**config.mk**
```make
export PLATFORM = sky130hd
export DESIGN_NAME = scm_sqrt_cell
export DESIGN_NICKNAME = d
export VERILOG_FILES = /design/src/sphere_clearance_min_core_assert.svh /design/src/scm_pkg.sv /design/src/scm_sqrt_cell.sv
export SDC_FILE = /design/constraint.sdc
export NUM_CORES = 1
export LEC_CHECK = 0
export BUFFER_PORTS_ARGS = -buffer_cell sky130_fd_sc_hd__buf_4
export CAP_MARGIN = 20
export CORE_AREA = 2 2 117 119
export CTS_BUF_LIST = sky130_fd_sc_hd__clkbuf_16
export DETAILED_ROUTE_END_ITERATION = 12
export DIE_AREA = 0 0 119 121
export PLACE_DENSITY = 0.81
export SETUP_SLACK_MARGIN = 0.05
export SYNTH_ARGS = -nofsm -noshare
export SYNTH_HDL_FRONTEND = slang
export SYNTH_SLANG_ARGS = --single-unit
```
**constraint.sdc**
```tcl
create_clock -name clock -period 5.95 [get_ports clock]
set_input_delay 0.2975 -clock clock [delete_from_list [all_inputs] [get_ports clock]]
set_output_delay 0.2975 -clock clock [all_outputs]
set_load 0.05 [all_outputs]
```
**src/sphere_clearance_min_core_assert.svh**
```systemverilog
// Assertion macros for the sphere clearance core
`ifndef SPHERE_CLEARANCE_MIN_CORE_ASSERT_SVH
`define SPHERE_CLEARANCE_MIN_CORE_ASSERT_SVH
`ifndef NO_ASSERTIONS
`define SCM_ASSERT_IMP(label, clk, rst, a, c, msg) \
   label: assert property (@(posedge clk) disable iff (rst) (a) |-> (c)) else $error(msg);
`define SCM_ASSERT_NEXT(label, clk, rst, a, c, msg) \
   label: assert property (@(posedge clk) disable iff (rst) (a) |=> (c)) else $error(msg);
`else
`define SCM_ASSERT_IMP(label, clk, rst, a, c, msg)
`define SCM_ASSERT_NEXT(label, clk, rst, a, c, msg)
`endif
`endif

```
**src/scm_pkg.sv**
```systemverilog
// Shared types and constants for the sphere clearance core
`default_nettype none
package scm_pkg;
   localparam int NUM_OBSTACLES = 16;
   localparam int NUM_POINTS = 8;
   localparam int SLOT_W = (NUM_OBSTACLES > 1) ? $clog2(NUM_OBSTACLES) : 1;
   localparam int CNT_W = $clog2(NUM_OBSTACLES + 64);
   localparam int SQ_W = 50;
   localparam int ROOT_W = 25;
   localparam int STEP_W = 5;
   localparam logic signed [23:0] CODE_MAX = 24'sh7FFFFF;
   localparam logic signed [23:0] CODE_MIN = -24'sh800000;
   localparam logic REQ_LOAD = 1'b0;
   localparam logic REQ_QUERY = 1'b1;

   typedef struct packed {
      logic req_type;
      logic [3:0] entry_index;
      logic signed [23:0] pos_x;
      logic signed [23:0] pos_y;
      logic signed [23:0] pos_z;
      logic [16:0] radius;
   } req_type_type;

   typedef struct packed {
      logic signed [23:0] point_clearance;
      logic signed [23:0] pose_clearance;
   } rsp_type;

   typedef struct packed {
      logic signed [23:0] cx;
      logic signed [23:0] cy;
      logic signed [23:0] cz;
      logic [16:0] rad;
   } sphere_type;

   typedef struct packed {
      logic valid;
      logic [SQ_W-1:0] rem;
      logic [ROOT_W:0] root;
      logic [SQ_W-1:0] sq;
      logic [18:0] rsum;
   } sqrt_tok_type;
endpackage
`default_nettype wire

```
**src/scm_sqrt_cell.sv**
```systemverilog
// One cell of the square root chain: resolves one result bit per cycle
`default_nettype none
module scm_sqrt_cell (
   input  wire logic clock,
   input  wire logic reset,
   input  wire logic [scm_pkg::STEP_W-1:0] step,
   input  wire scm_pkg::sqrt_tok_type tok_in,
   output scm_pkg::sqrt_tok_type tok_out
);
   scm_pkg::sqrt_tok_type tok_ff, tok_in_c;
   logic [scm_pkg::SQ_W+1:0] trial;
   logic [scm_pkg::SQ_W+1:0] rem_sh;
   logic [scm_pkg::ROOT_W:0] root_sh;

   always_comb begin
      tok_in_c = tok_in;
      rem_sh = {2'b00, tok_in.rem};
      root_sh = tok_in.root << 1;
      trial = ({{(scm_pkg::SQ_W-scm_pkg::ROOT_W+1){1'b0}}, tok_in.root} << 2)
              | {{(scm_pkg::SQ_W+1){1'b0}}, 1'b1};
      rem_sh = (rem_sh << 2) | {{scm_pkg::SQ_W{1'b0}},
               tok_in.sq[2*step+1 +: 1], tok_in.sq[2*step +: 1]};
      if (rem_sh >= trial) begin
         tok_in_c.rem = scm_pkg::SQ_W'(rem_sh - trial);
         tok_in_c.root = root_sh | 1'b1;
      end else begin
         tok_in_c.rem = scm_pkg::SQ_W'(rem_sh);
         tok_in_c.root = root_sh;
      end
   end

   always_ff @(posedge clock) begin
      if (reset) begin
         tok_ff.valid <= 1'b0;
      end else begin
         tok_ff.valid <= tok_in.valid;
      end
      tok_ff.rem <= tok_in_c.rem;
      tok_ff.root <= tok_in_c.root;
      tok_ff.sq <= tok_in.sq;
      tok_ff.rsum <= tok_in.rsum;
   end

   assign tok_out = tok_ff;
endmodule
`default_nettype wire

```
==> metrics.md, run 1 <==
| Metric | Value |
|---|---|
| Result of the run | `completed` |
| Effective utilization at floorplan | `46.5%` |
| Top FF cell, synth | `dfxtp_1` |
| Post-detailed-route count of antenna-violating nets | `0` |
| Top-level port count | `299` |
| Count of cell types in the netlist | `60` |
| Simple-gate share of the synthesized area | `15.9%` |
| Die Area | `14,400 um2` |
| Post-detailed-route wirelength per cell | `18.0 um` |
| Power spent charging and discharging nets | `1.05 mW` |
| Average cell area after synthesis | `9.66 um2` |
| Placed wire-length estimate | `14.6 mm` |
| Placed Instance Area | `8440 um2` |
| Layout Cell Area excl Fill | `9950 um2` |
| Share of the yosys chip area belonging to registers | `48.0%` |
| Wire length of the first global-routing pass | `33.2 mm` |
| Final Hold Viols | `0` |
| Time the worst path needs with I/O delays and setup | `4.54 ns` |
| CTS tree | `yes` |
| First DRT Iteration DRCs | `422` |
| Syn Nets | `811` |
| Count of buffers from port buffering | `298` |
| Sw frac | `34.7%` |
| Share of power burned in registers | `36.0%` |
| Library cell with the largest summed area after synthesis | `dfxtp_1` |
| Register clock-pin slew on the reported worst setup and hold paths | `0.06 ns` |
| Total grt overflow | `0` |
| Adder and majority gate portion of the synthesized area | `5.75%` |
| Clock network fraction of total power | `34.3%` |
| Async set-reset flop share out of synthesis | `0%` |
| Largest family of logic cells by synthesized area | `simple AND/OR/NAND/NOR gates` |
| Critical-path cell list | `dlygate4sd3_1, buf_4, mux4_2, nand2b_1, nand3_1, nand4_1, inv_1, ha_1, nor2b_1, o21a_1, o21ai_0, o21ai_1, a21o_1, o311a_1, nor2_8, inv_2, mux2_4` |
| Num CTS Buffers | `17` |
| Maximum count of clock buffers along a single path | `2` |
| Final setup violation count | `0` |
| Share of the synthesized netlist area taken by xor and xnor gates | `6.47%` |
| Mean number of vias per cell | `5.30` |
| Layout overhead on the synthesized area | `63.4%` |
| Delay of the slowest critical-path stage | `0.55 ns` |
| Period utilization | `76.3%` |
| Actual transition at the worst max-transition pin | `0.909 ns` |
| Synth warnings | `0` |
| Total of cells resized after clock tree synthesis | `0` |
| Max reg flops | `146` |
| CTS Root Buffer Type | `clkbuf_16` |
| Setup TNS after final layout | `0 ns` |
| Power per Cell Area | `306 nW/um2` |
| Biggest area contributors in the synthesized netlist | `dfxtp_1, ha_1, xnor2_1` |
| Remaining routing DRC violations | `0` |
| Startpoint type of the worst setup path | `input pin` |
| Multiplexer share of the synthesized area | `5.10%` |
| Data arrival, critical path | `4.84 ns` |
| Post-Syn Instances | `630` |
| Global routing usage summed across all routing layers | `29.6%` |
| VDD IR max | `242 uV` |
| Placer congestion estimate | `0.924` |
| Required time reported for the critical path endpoint | `6.25 ns` |
| Slowest cell on the critical path | `dlygate4sd3_1` |
| Core ar. | `13,100 um2` |
| Endpoint type of the worst setup path | `flop` |
| Kind of critical path | `input pin to flop` |
| Setup repair after global routing missed its margin | `no` |
| Number of sinks on the clock net | `146` |
| Layout net count | `1,201` |
| Vert. Die Dim | `121 um` |
| Most used cells in the layout excluding fill and tap cells | `buf_4, dfxtp_1, dlygate4sd3_1` |
| Share of layout cells above drive strength 1 | `33.1%` |
| Int Pwr | `1.99 mW` |
| Upper clock frequency limit | `220 MHz` |
| Post-Syn Area | `6090 um2` |
| Overall die width | `119 um` |
| Number of antenna violations at the first check in global routing | `1` |
| Number of cell rows | `42` |
| Number of global-route vias before repair | `6,453` |
| Setup WS post-layout | `1.41 ns` |
| Leakage dissipation | `4.67 nW` |
| Final Slew Violations | `0` |
| CTS H-Tree Depth | `4` |
| Headroom to the max-slew limit | `38.8%` |
| Class of the most critical hold timing path | `input pin to flop` |
| Count of flip-flops with a built-in enable after synthesis | `0` |
| Area fraction in compound gates after synthesis | `14.8%` |
| Yosys top cell area share | `48.0%` |
| Most common cell after layout, fill and taps aside | `buf_4` |
| Number of iterations in the first detailed-routing pass | `5` |
| Maximum fanout along the worst path | `48` |
| Worst slack after detailed placement | `1.59 ns` |
| Number of flip-flops and latches in the synthesized netlist | `146` |
| Via total after detailed routing | `6,416` |
| Detailed-route wire length | `21.8 mm` |
| Pin count of the biggest net entering global routing | `49` |
| Relative contribution of combinational cells to total power | `29.7%` |
| Number of violations of the max-capacitance limit | `0` |
critical path: cells and delay by family:
kind | cells | cell delay [ns]
compound gates | 5 | 1.32
fa+ha+maj | 1 | 0.19
buf+inv | 4 | 1.24
mux | 2 | 0.86
simple gates | 5 | 0.89
routing by layer:
layer | wire (um) | vias to the layer above | GRT usage [%]
met1 | 8210 | 2977 | 32.6
met4 | 726 | 0 | 13.2
met5 | 0 | - | 0
met2 | 11100 | 367 | 53.2
met3 | 1720 | 60 | 8.08
li1 | - | 3012 | -
through the flow:
step           utilization, %  power (mW)  cells  hold WS (ns)
4_1_cts                  76.0        3.03   1209       0.00415
5_1_grt                  76.0        3.15   1210       0.00215
3_3_place_gp             64.5        1.94   1084         0.402
2_1_floorplan               -        1.65    630         0.325
6_report                 76.0        3.04   1210        0.0233
3_5_place_dp             64.5        1.95   1084         0.403
power groups by stage:
stage	sequential, mW	clock (mW)	combinational (mW)
after floorplan	1.43	0	0.222
after global placement	1.11	0	0.831
after detailed placement	1.11	0	0.835
after CTS	1.09	1.04	0.887
after global routing	1.10	1.10	0.944
final	1.10	1.04	0.902
repair_timing:
item / in CTS / in global routing
buffers inserted: 0 / 0
endpoints found under the hold margin: 93 / 0
hold buffers: 93 / 0
Yosys cell counts (12+ instances only):
master,count
dfxtp_1,146
a21oi_1,52
nor2_1,44
nand2_1,43
inv_1,36
xnor2_1,34
ha_1,28
o21ai_0,25
mux2i_1,22
nand3_1,16
nand4_1,16
a21o_1,14
clkbuf_1,12
nor2b_1,12
final cells by class:
type | count | area (um2)
diodes | 1 | 2.50
clock buffers | 17 | 425
clock inverters | 15 | 145
fillers | 842 | 3140
inverters | 37 | 139
multi-input cells | 427 | 2920
flip-flops and latches | 146 | 2920
well taps | 176 | 220
repair buffers | 391 | 3170
cells by family after synthesis:
kind of cell | Yosys count
XOR/XNOR | 45
multiplexers | 27
AND/OR/NAND/NOR | 184
adder cells (fa/ha/maj) | 28
AO/OA/AOI/OAI | 143
flip-flops | 146
buffers and inverters | 57
worst paths after layout:
check | startpoint | end | slack, ns | depth (start not counted)
setup / recovery | tok_in[66] | tok_out[119] | 1.41 | 17
hold / removal | tok_in[92] | tok_out[93] | 0.02 | 1
(Power assumes the default switching activity.)
==> inputs of run 2 (changes only) <==
--- a/config.mk
+++ b/config.mk
@@ -7,11 +7,11 @@
 export LEC_CHECK = 0
 export BUFFER_PORTS_ARGS = -buffer_cell sky130_fd_sc_hd__buf_4
 export CAP_MARGIN = 20
-export CORE_AREA = 2 2 117 119
+export CORE_ASPECT_RATIO = 1.4
+export CORE_UTILIZATION = 46
 export CTS_BUF_LIST = sky130_fd_sc_hd__clkbuf_16
 export DETAILED_ROUTE_END_ITERATION = 12
-export DIE_AREA = 0 0 119 121
-export PLACE_DENSITY = 0.81
+export PLACE_DENSITY = 0.8
 export SETUP_SLACK_MARGIN = 0.05
 export SYNTH_ARGS = -nofsm -noshare
 export SYNTH_HDL_FRONTEND = slang
==> constraint.sdc (replaced) <==
create_clock -name clock -period 4.62 [get_ports clock]
set_input_delay 0.231 -clock clock [delete_from_list [all_inputs] [get_ports clock]]
set_output_delay 0.231 -clock clock [all_outputs]
set_load 0.05 [all_outputs]
==> run 2 against run 1 <==
  * Cell count shrank 1.4%
  * Critical path depth is the same
  * First-iteration DRC count shrank 13%
  * Sequential cell count is the same
  * Count of clock-buffer cells in the layout is the same
==> metrics.md, run 2 (synthesis gave the netlist of run 1 again) <==
| Metric | Value |
|---|---|
| Total of cells resized after clock tree synthesis | `0 (unchanged)` |
| Num CTS Buffers | `17 (unchanged)` |
| Number of hold buffers added after cts | `97 (+4.3%)` |
| Layout overhead on the synthesized area | `63.8%` |
| Setup repair after global routing missed its margin | `no` |
| Kind of critical path | `input pin to flop` |
| Final Hold Viols | `0 (unchanged)` |
| Slowest cell on the critical path | `dlygate4sd3_1` |
| Period utilization | `92.0%` |
| VDD IR max | `254 uV (+5.2%)` |
| Overall die width | `99.2 um (-17%)` |
| Class of the most critical hold timing path | `input pin to flop` |
| Upper clock frequency limit | `235 MHz` |
| Placer congestion estimate | `0.929 (+0.54%)` |
| Endpoint type of the worst setup path | `flop` |
| CTS tree | `yes` |
| Setup Fix Bufs, Post-CTS | `0 (unchanged)` |
| Setup WS post-layout | `0.368 ns (-1.04 ns)` |
| Register clock-pin slew on the reported worst setup and hold paths | `0.07 ns (about the same)` |
| Data arrival, critical path | `4.57 ns (-0.27 ns)` |
| Die Area | `13,700 um2 (-4.8%)` |
| Headroom to the max-slew limit | `43.4% (+4.6 points)` |
| Share of layout cells above drive strength 1 | `33.3% (+0.16 points)` |
| CTS Root Buffer Type | `clkbuf_16` |
| Number of violations of the max-capacitance limit | `0 (unchanged)` |
| Cell mode on critical path | `nand4_1` |
| Effective utilization at floorplan | `47.3% (+0.76 points)` |
| Top-level port count | `299 (unchanged)` |
| Total grt overflow | `0 (unchanged)` |
| Core ar. | `12,900 um2 (-1.6%)` |
| Vert. Die Dim | `138 um (+14%)` |
| Remaining routing DRC violations | `0 (unchanged)` |
| WHS | `0.00363 ns (-0.0197 ns)` |
| Placed wire-length estimate | `15.6 mm (+6.5%)` |
| Worst slack after detailed placement | `0.427 ns (-1.16 ns)` |
| Post-detailed-route wirelength per cell | `19.2 um (+6.9%)` |
| Detailed-route wire length | `22.9 mm (+5.4%)` |
| Maximum fanout along the worst path | `8 (-83%)` |
| Wire length of the first global-routing pass | `34.9 mm (+5.0%)` |
| Leakage dissipation | `4.70 nW (+0.65%)` |
| Post-detailed-route count of antenna-violating nets | `0 (unchanged)` |
| Final Slew Violations | `0 (unchanged)` |
| Maximum count of clock buffers along a single path | `2 (unchanged)` |
| Count of filler cells inserted in the layout | `851 (+1.1%)` |
| Pin count of the biggest net entering global routing | `49 (unchanged)` |
| Time the worst path needs with I/O delays and setup | `4.25 ns` |
| First DRT Iteration DRCs | `367 (-13%)` |
| Mean number of vias per cell | `5.46 (+3.0%)` |
| Most used cells in the layout excluding fill and tap cells | `buf_4, dfxtp_1, dlygate4sd3_1` |
| Number of global-route vias before repair | `6,799 (+5.4%)` |
| Startpoint type of the worst setup path | `input pin` |
| Final setup violation count | `0 (unchanged)` |
| Via total after detailed routing | `6,516 (+1.6%)` |
| Result of the run | `completed` |
| Number of antenna violations at the first check in global routing | `0 (-1)` |
| Delay of the slowest critical-path stage | `0.54 ns (about the same)` |
| Setup TNS after final layout | `0 ns (unchanged)` |
| Critical-path cell list | `dlygate4sd3_1, buf_4, mux4_2, nand2b_1, nand3_1, nand4_1, inv_1, ha_1, nor2b_1, o21a_1, o21ai_0, o21ai_1, a21o_1, o311a_1, nor3_2, nand4_1, xnor2_1` |
| Number of cell rows | `49 (+17%)` |
| Count of buffers from port buffering | `298 (unchanged)` |
| CTS H-Tree Depth | `4 (unchanged)` |
| Global routing usage summed across all routing layers | `33.1% (+3.5 points)` |
| Antenna Cells | `0 (-1)` |
| Layout net count | `1,208 (+0.58%)` |
| Most common cell after layout, fill and taps aside | `buf_4` |
| Number of iterations in the first detailed-routing pass | `6 (+1)` |
| Max reg flops | `146 (unchanged)` |
| Actual transition at the worst max-transition pin | `0.847 ns (-0.0616 ns)` |
| Number of sinks on the clock net | `146 (unchanged)` |
| Required time reported for the critical path endpoint | `4.94 ns (-1.31 ns)` |
| Power per Cell Area | `394 nW/um2 (+29%)` |
-- run 2: cell types whose count changed in the layout (fill, tap and decap cells not counted) --
cell           delta
buf_4             +3
bufinv_16         -1
clkinv_1          -1
clkinv_8          +1
diode_2           -1
dlygate4sd3_1     +4
inv_6             -1
inv_8             +2
-- run 2: path summary, 6_finish.rpt --
path   startpoint  depth (start not counted)  slack [ns]            to
max    tok_in[50]                         17        0.37  tok_out[137]
min   tok_in[132]                          2       0.004  tok_out[134]
-- run 2: final cells by class --
class                           count  area, um2  area share, %
Clock buffer                       17        425           4.26
Clock inverter                     15        141           1.42
Inverter                           37        139           1.39
Multi-Input combinational cell    427       2920           29.3
Sequential cell                   146       2920           29.3
Tap cell                          153        191           1.92
Timing Repair Buffer              398       3230           32.4
-- run 2: stage by stage --
stage / area, um2 / cells / power, mW / util (%)
after global routing: 9970 / 1193 / 4.06 / 77.5
after floorplan: 6090 / 630 / 2.13 / -
final: 9970 / 1193 / 3.93 / 77.5
after detailed placement: 8440 / 1064 / 2.52 / 65.5
after global placement: 8440 / 1064 / 2.51 / 65.5
after CTS: 9970 / 1193 / 3.91 / 77.5
-- run 2: critical path, delay by kind of cell --
family / cells / cell delay (ns)
simple gates: 6 / 1.31
compound gates: 5 / 1.35
buf+inv: 3 / 0.83
mux: 1 / 0.47
xor+xnor: 1 / 0.18
fa+ha+maj: 1 / 0.18
-- run 2: layer usage --
layer / wire length, um / global-route usage [%] / share of wire (%) / vias to the layer above
li1: - / - / - / 3024
met1: 7840 / 32.4 / 34 / 3007
met2: 12200 / 62.0 / 53 / 399
met3: 1800 / 8.39 / 7.9 / 86
met4: 1090 / 18.4 / 4.7 / 0
met5: 0 / 0 / 0 / -
-- run 2: power by group --
group	internal (mW)	leakage [nW]	total [mW]	switching (mW)
logic	0.431	3.20	1.17	0.737
clock network	0.714	0.272	1.35	0.634
registers	1.37	1.23	1.41	0.0396
==> inputs of run 3 (changes only) <==
--- a/config.mk
+++ b/config.mk
@@ -7,11 +7,11 @@
 export LEC_CHECK = 0
 export BUFFER_PORTS_ARGS = -buffer_cell sky130_fd_sc_hd__buf_4
 export CAP_MARGIN = 20
-export CORE_ASPECT_RATIO = 1.4
-export CORE_UTILIZATION = 46
+export CORE_AREA = 2 2 117 119
 export CTS_BUF_LIST = sky130_fd_sc_hd__clkbuf_16
 export DETAILED_ROUTE_END_ITERATION = 12
-export PLACE_DENSITY = 0.8
+export DIE_AREA = 0 0 119 121
+export PLACE_DENSITY = 0.81
 export SETUP_SLACK_MARGIN = 0.05
 export SYNTH_ARGS = -nofsm -noshare
 export SYNTH_HDL_FRONTEND = slang
==> constraint.sdc (replaced) <==
create_clock -name clock -period 5.2 [get_ports clock]
set_input_delay 0.26 -clock clock [delete_from_list [all_inputs] [get_ports clock]]
set_output_delay 0.26 -clock clock [all_outputs]
set_load 0.05 [all_outputs]
==> run 3 against run 2 <==
  * Count of clock-buffer cells in the layout unchanged
  * Critical path depth unchanged
  * Sequential share of layout area is 0.10 points higher
  * Via count is 1.6% lower
  * Clock power is 16% lower
  * Hold slack improved by 0.034 ns
  * Power down 13%
  * Combinational power fell by 11%
  * Global-route usage fell by 2.1 points
  * Non-clock buffer count shrank 5
  * Critical path type unchanged
  * Critical endpoint is now tok_out[119]
  * Largest cell class unchanged
  * Largest power group unchanged
  * Highest routed layer unchanged
==> metrics.md, run 3 (synthesis gave the netlist of run 1 again) <==
| Metric | Value |
|---|---|
| Register clock-pin slew on the reported worst setup and hold paths | `0.06 ns (about the same)` |
| Antenna Cells | `0 (unchanged)` |
| Effective utilization at floorplan | `46.5% (-0.76 points)` |
| Most common cell after layout, fill and taps aside | `buf_4` |
| Top-level port count | `299 (unchanged)` |
| Area of the multi-input gates | `2920 um2 (unchanged)` |
| Final setup violation count | `0 (unchanged)` |
| Global routing usage on met3 | `8.41% (+0.019 points)` |
| Most used cells in the layout excluding fill and tap cells | `buf_4, dfxtp_1, dlygate4sd3_1` |
| VDD IR max | `249 uV (-2.1%)` |
| Total grt overflow | `0 (unchanged)` |
| Startpoint type of the worst setup path | `input pin` |
| Result of the run | `completed` |
| Detailed-route wire length | `22.5 mm (-1.8%)` |
| Time the worst path needs with I/O delays and setup | `4.49 ns` |
| Post-detailed-route wirelength per cell | `18.6 um (-3.3%)` |
| Delay of the slowest critical-path stage | `0.54 ns (about the same)` |
| Overall die width | `119 um (+20%)` |
| Layout net count | `1,203 (-0.41%)` |
| Endpoint type of the worst setup path | `flop` |
| Count of buffers from port buffering | `298 (unchanged)` |
| Setup WS post-layout | `0.711 ns (+0.343 ns)` |
| Wire length of the first global-routing pass | `34.6 mm (-0.61%)` |
| Number of buffer and inverter stages on the critical path | `4 (+1)` |
| Delay-heaviest family, CP | `compound AO/OA/AOI/OAI gates` |
| CTS tree | `yes` |
| Number of violations of the max-capacitance limit | `0 (unchanged)` |
| Placer congestion estimate | `0.904 (-2.7%)` |
| Number of antenna violations at the first check in global routing | `0 (unchanged)` |
| Remaining routing DRC violations | `0 (unchanged)` |
| Seq. cell area | `2920 um2 (unchanged)` |
| Final Hold Viols | `0 (unchanged)` |
| Period utilization | `86.3%` |
| Max reg flops | `146 (unchanged)` |
| Number of iterations in the first detailed-routing pass | `5 (-1)` |
| Maximum fanout along the worst path | `48 (+40)` |
| Leakage dissipation | `4.69 nW (-0.39%)` |
| Global routing usage summed across all routing layers | `31.1% (-2.1 points)` |
| Number of global-route vias before repair | `6,621 (-2.6%)` |
| Number of cell rows | `42 (-14%)` |
| Actual transition at the worst max-transition pin | `0.935 ns (+0.0874 ns)` |
| Headroom to the max-slew limit | `37.1% (-6.3 points)` |
| Mean number of vias per cell | `5.29 (-3.1%)` |
| First DRT Iteration DRCs | `453 (+23%)` |
| Layout overhead on the synthesized area | `63.3%` |
| Most used routing layer in global routing | `met2` |
| Required time reported for the critical path endpoint | `5.50 ns (+0.56 ns)` |
| Kind of critical path | `input pin to flop` |
| Power per Cell Area | `345 nW/um2 (-12%)` |
| Upper clock frequency limit | `223 MHz` |
| Vert. Die Dim | `121 um (-12%)` |
| Via total after detailed routing | `6,412 (-1.6%)` |
| Maximum count of clock buffers along a single path | `2 (unchanged)` |
| Share of layout cells above drive strength 1 | `32.9% (-0.42 points)` |
| Post-detailed-route count of antenna-violating nets | `0 (unchanged)` |
| Placed wire-length estimate | `14.7 mm (-5.5%)` |
| Worst slack after detailed placement | `0.903 ns (+0.475 ns)` |
| Final Slew Violations | `0 (unchanged)` |
| CTS H-Tree Depth | `4 (unchanged)` |
| Num CTS Buffers | `17 (unchanged)` |
| Setup TNS after final layout | `0 ns (unchanged)` |
| Critical-path cell list | `dlygate4sd3_1, buf_4, mux4_2, nand2b_1, nand3_1, nand4_1, inv_1, ha_1, nor2b_1, o21a_1, o21ai_0, o21ai_1, a21o_1, o311a_1, nor2_8, inv_2, mux2_4` |
| CTS Root Buffer Type | `clkbuf_16` |
| Die Area | `14,400 um2 (+5.1%)` |
| Class of the most critical hold timing path | `input pin to flop` |
| Number of sinks on the clock net | `146 (unchanged)` |
| Setup repair after global routing missed its margin | `no` |
| Met2 usage | `57.5% (-4.5 points)` |
| Global-route track usage on met1 | `33.6% (+1.2 points)` |
| Pin count of the biggest net entering global routing | `49 (unchanged)` |
| Slowest cell on the critical path | `dlygate4sd3_1` |
| Count of filler cells inserted in the layout | `851 (unchanged)` |
| Data arrival, critical path | `4.79 ns (+0.22 ns)` |
| Core ar. | `13,100 um2 (+1.6%)` |
-- run 3: cell types whose count changed in the layout (fill, tap and decap cells not counted), sizes merged --
cell,before,now
inv,46,42
clkinvlp,3,2
dlygate4sd3,97,95
buf,301,298
bufinv,0,1
clkinv,3,7
-- run 3: path summary, 6_finish.rpt --
path,startpoint,end,cells after the start
max,tok_in[64],tok_out[119],17
min,tok_in[133],tok_out[135],2
-- run 3: area by class of cell --
type | instances | area share [%]
clock buffers | 17 | 4.28
clock inverters | 15 | 1.21
inverters | 37 | 1.40
multi-input cells | 427 | 29.4
flip-flops and latches | 146 | 29.4
well taps | 176 | 2.22
repair buffers | 393 | 32.1
-- run 3: per-stage QoR --
step	power, mW	cells	area, um2	hold WS, ns	utilization (%)
global placement	2.22	1084	8440	0.364	64.5
CTS	3.40	1211	9940	0.0285	76.0
floorplan	1.89	630	6090	0.288	-
detailed placement	2.23	1084	8440	0.366	64.5
finish	3.43	1211	9940	0.0377	76.0
global route	3.55	1211	9940	0.0252	76.0
-- run 3: what timing repair did --
action	CTS	global route
gates resized for setup	0	0
setup buffers	0	0
endpoints found under the hold margin	95	0
hold buffers	95	0
-- run 3: report_power, final --
part	internal (mW)	leakage [nW]	switching (mW)
clock	0.653	0.277	0.486
sequential	1.22	1.23	0.0362
combinational	0.382	3.18	0.653
total	2.26	4.69	1.18
-- run 3: metal layers --
layer,vias up,share of wire [%]
li1,3015,-
met1,2942,37
met2,396,53
met3,59,7.8
met4,0,2.8
met5,-,0
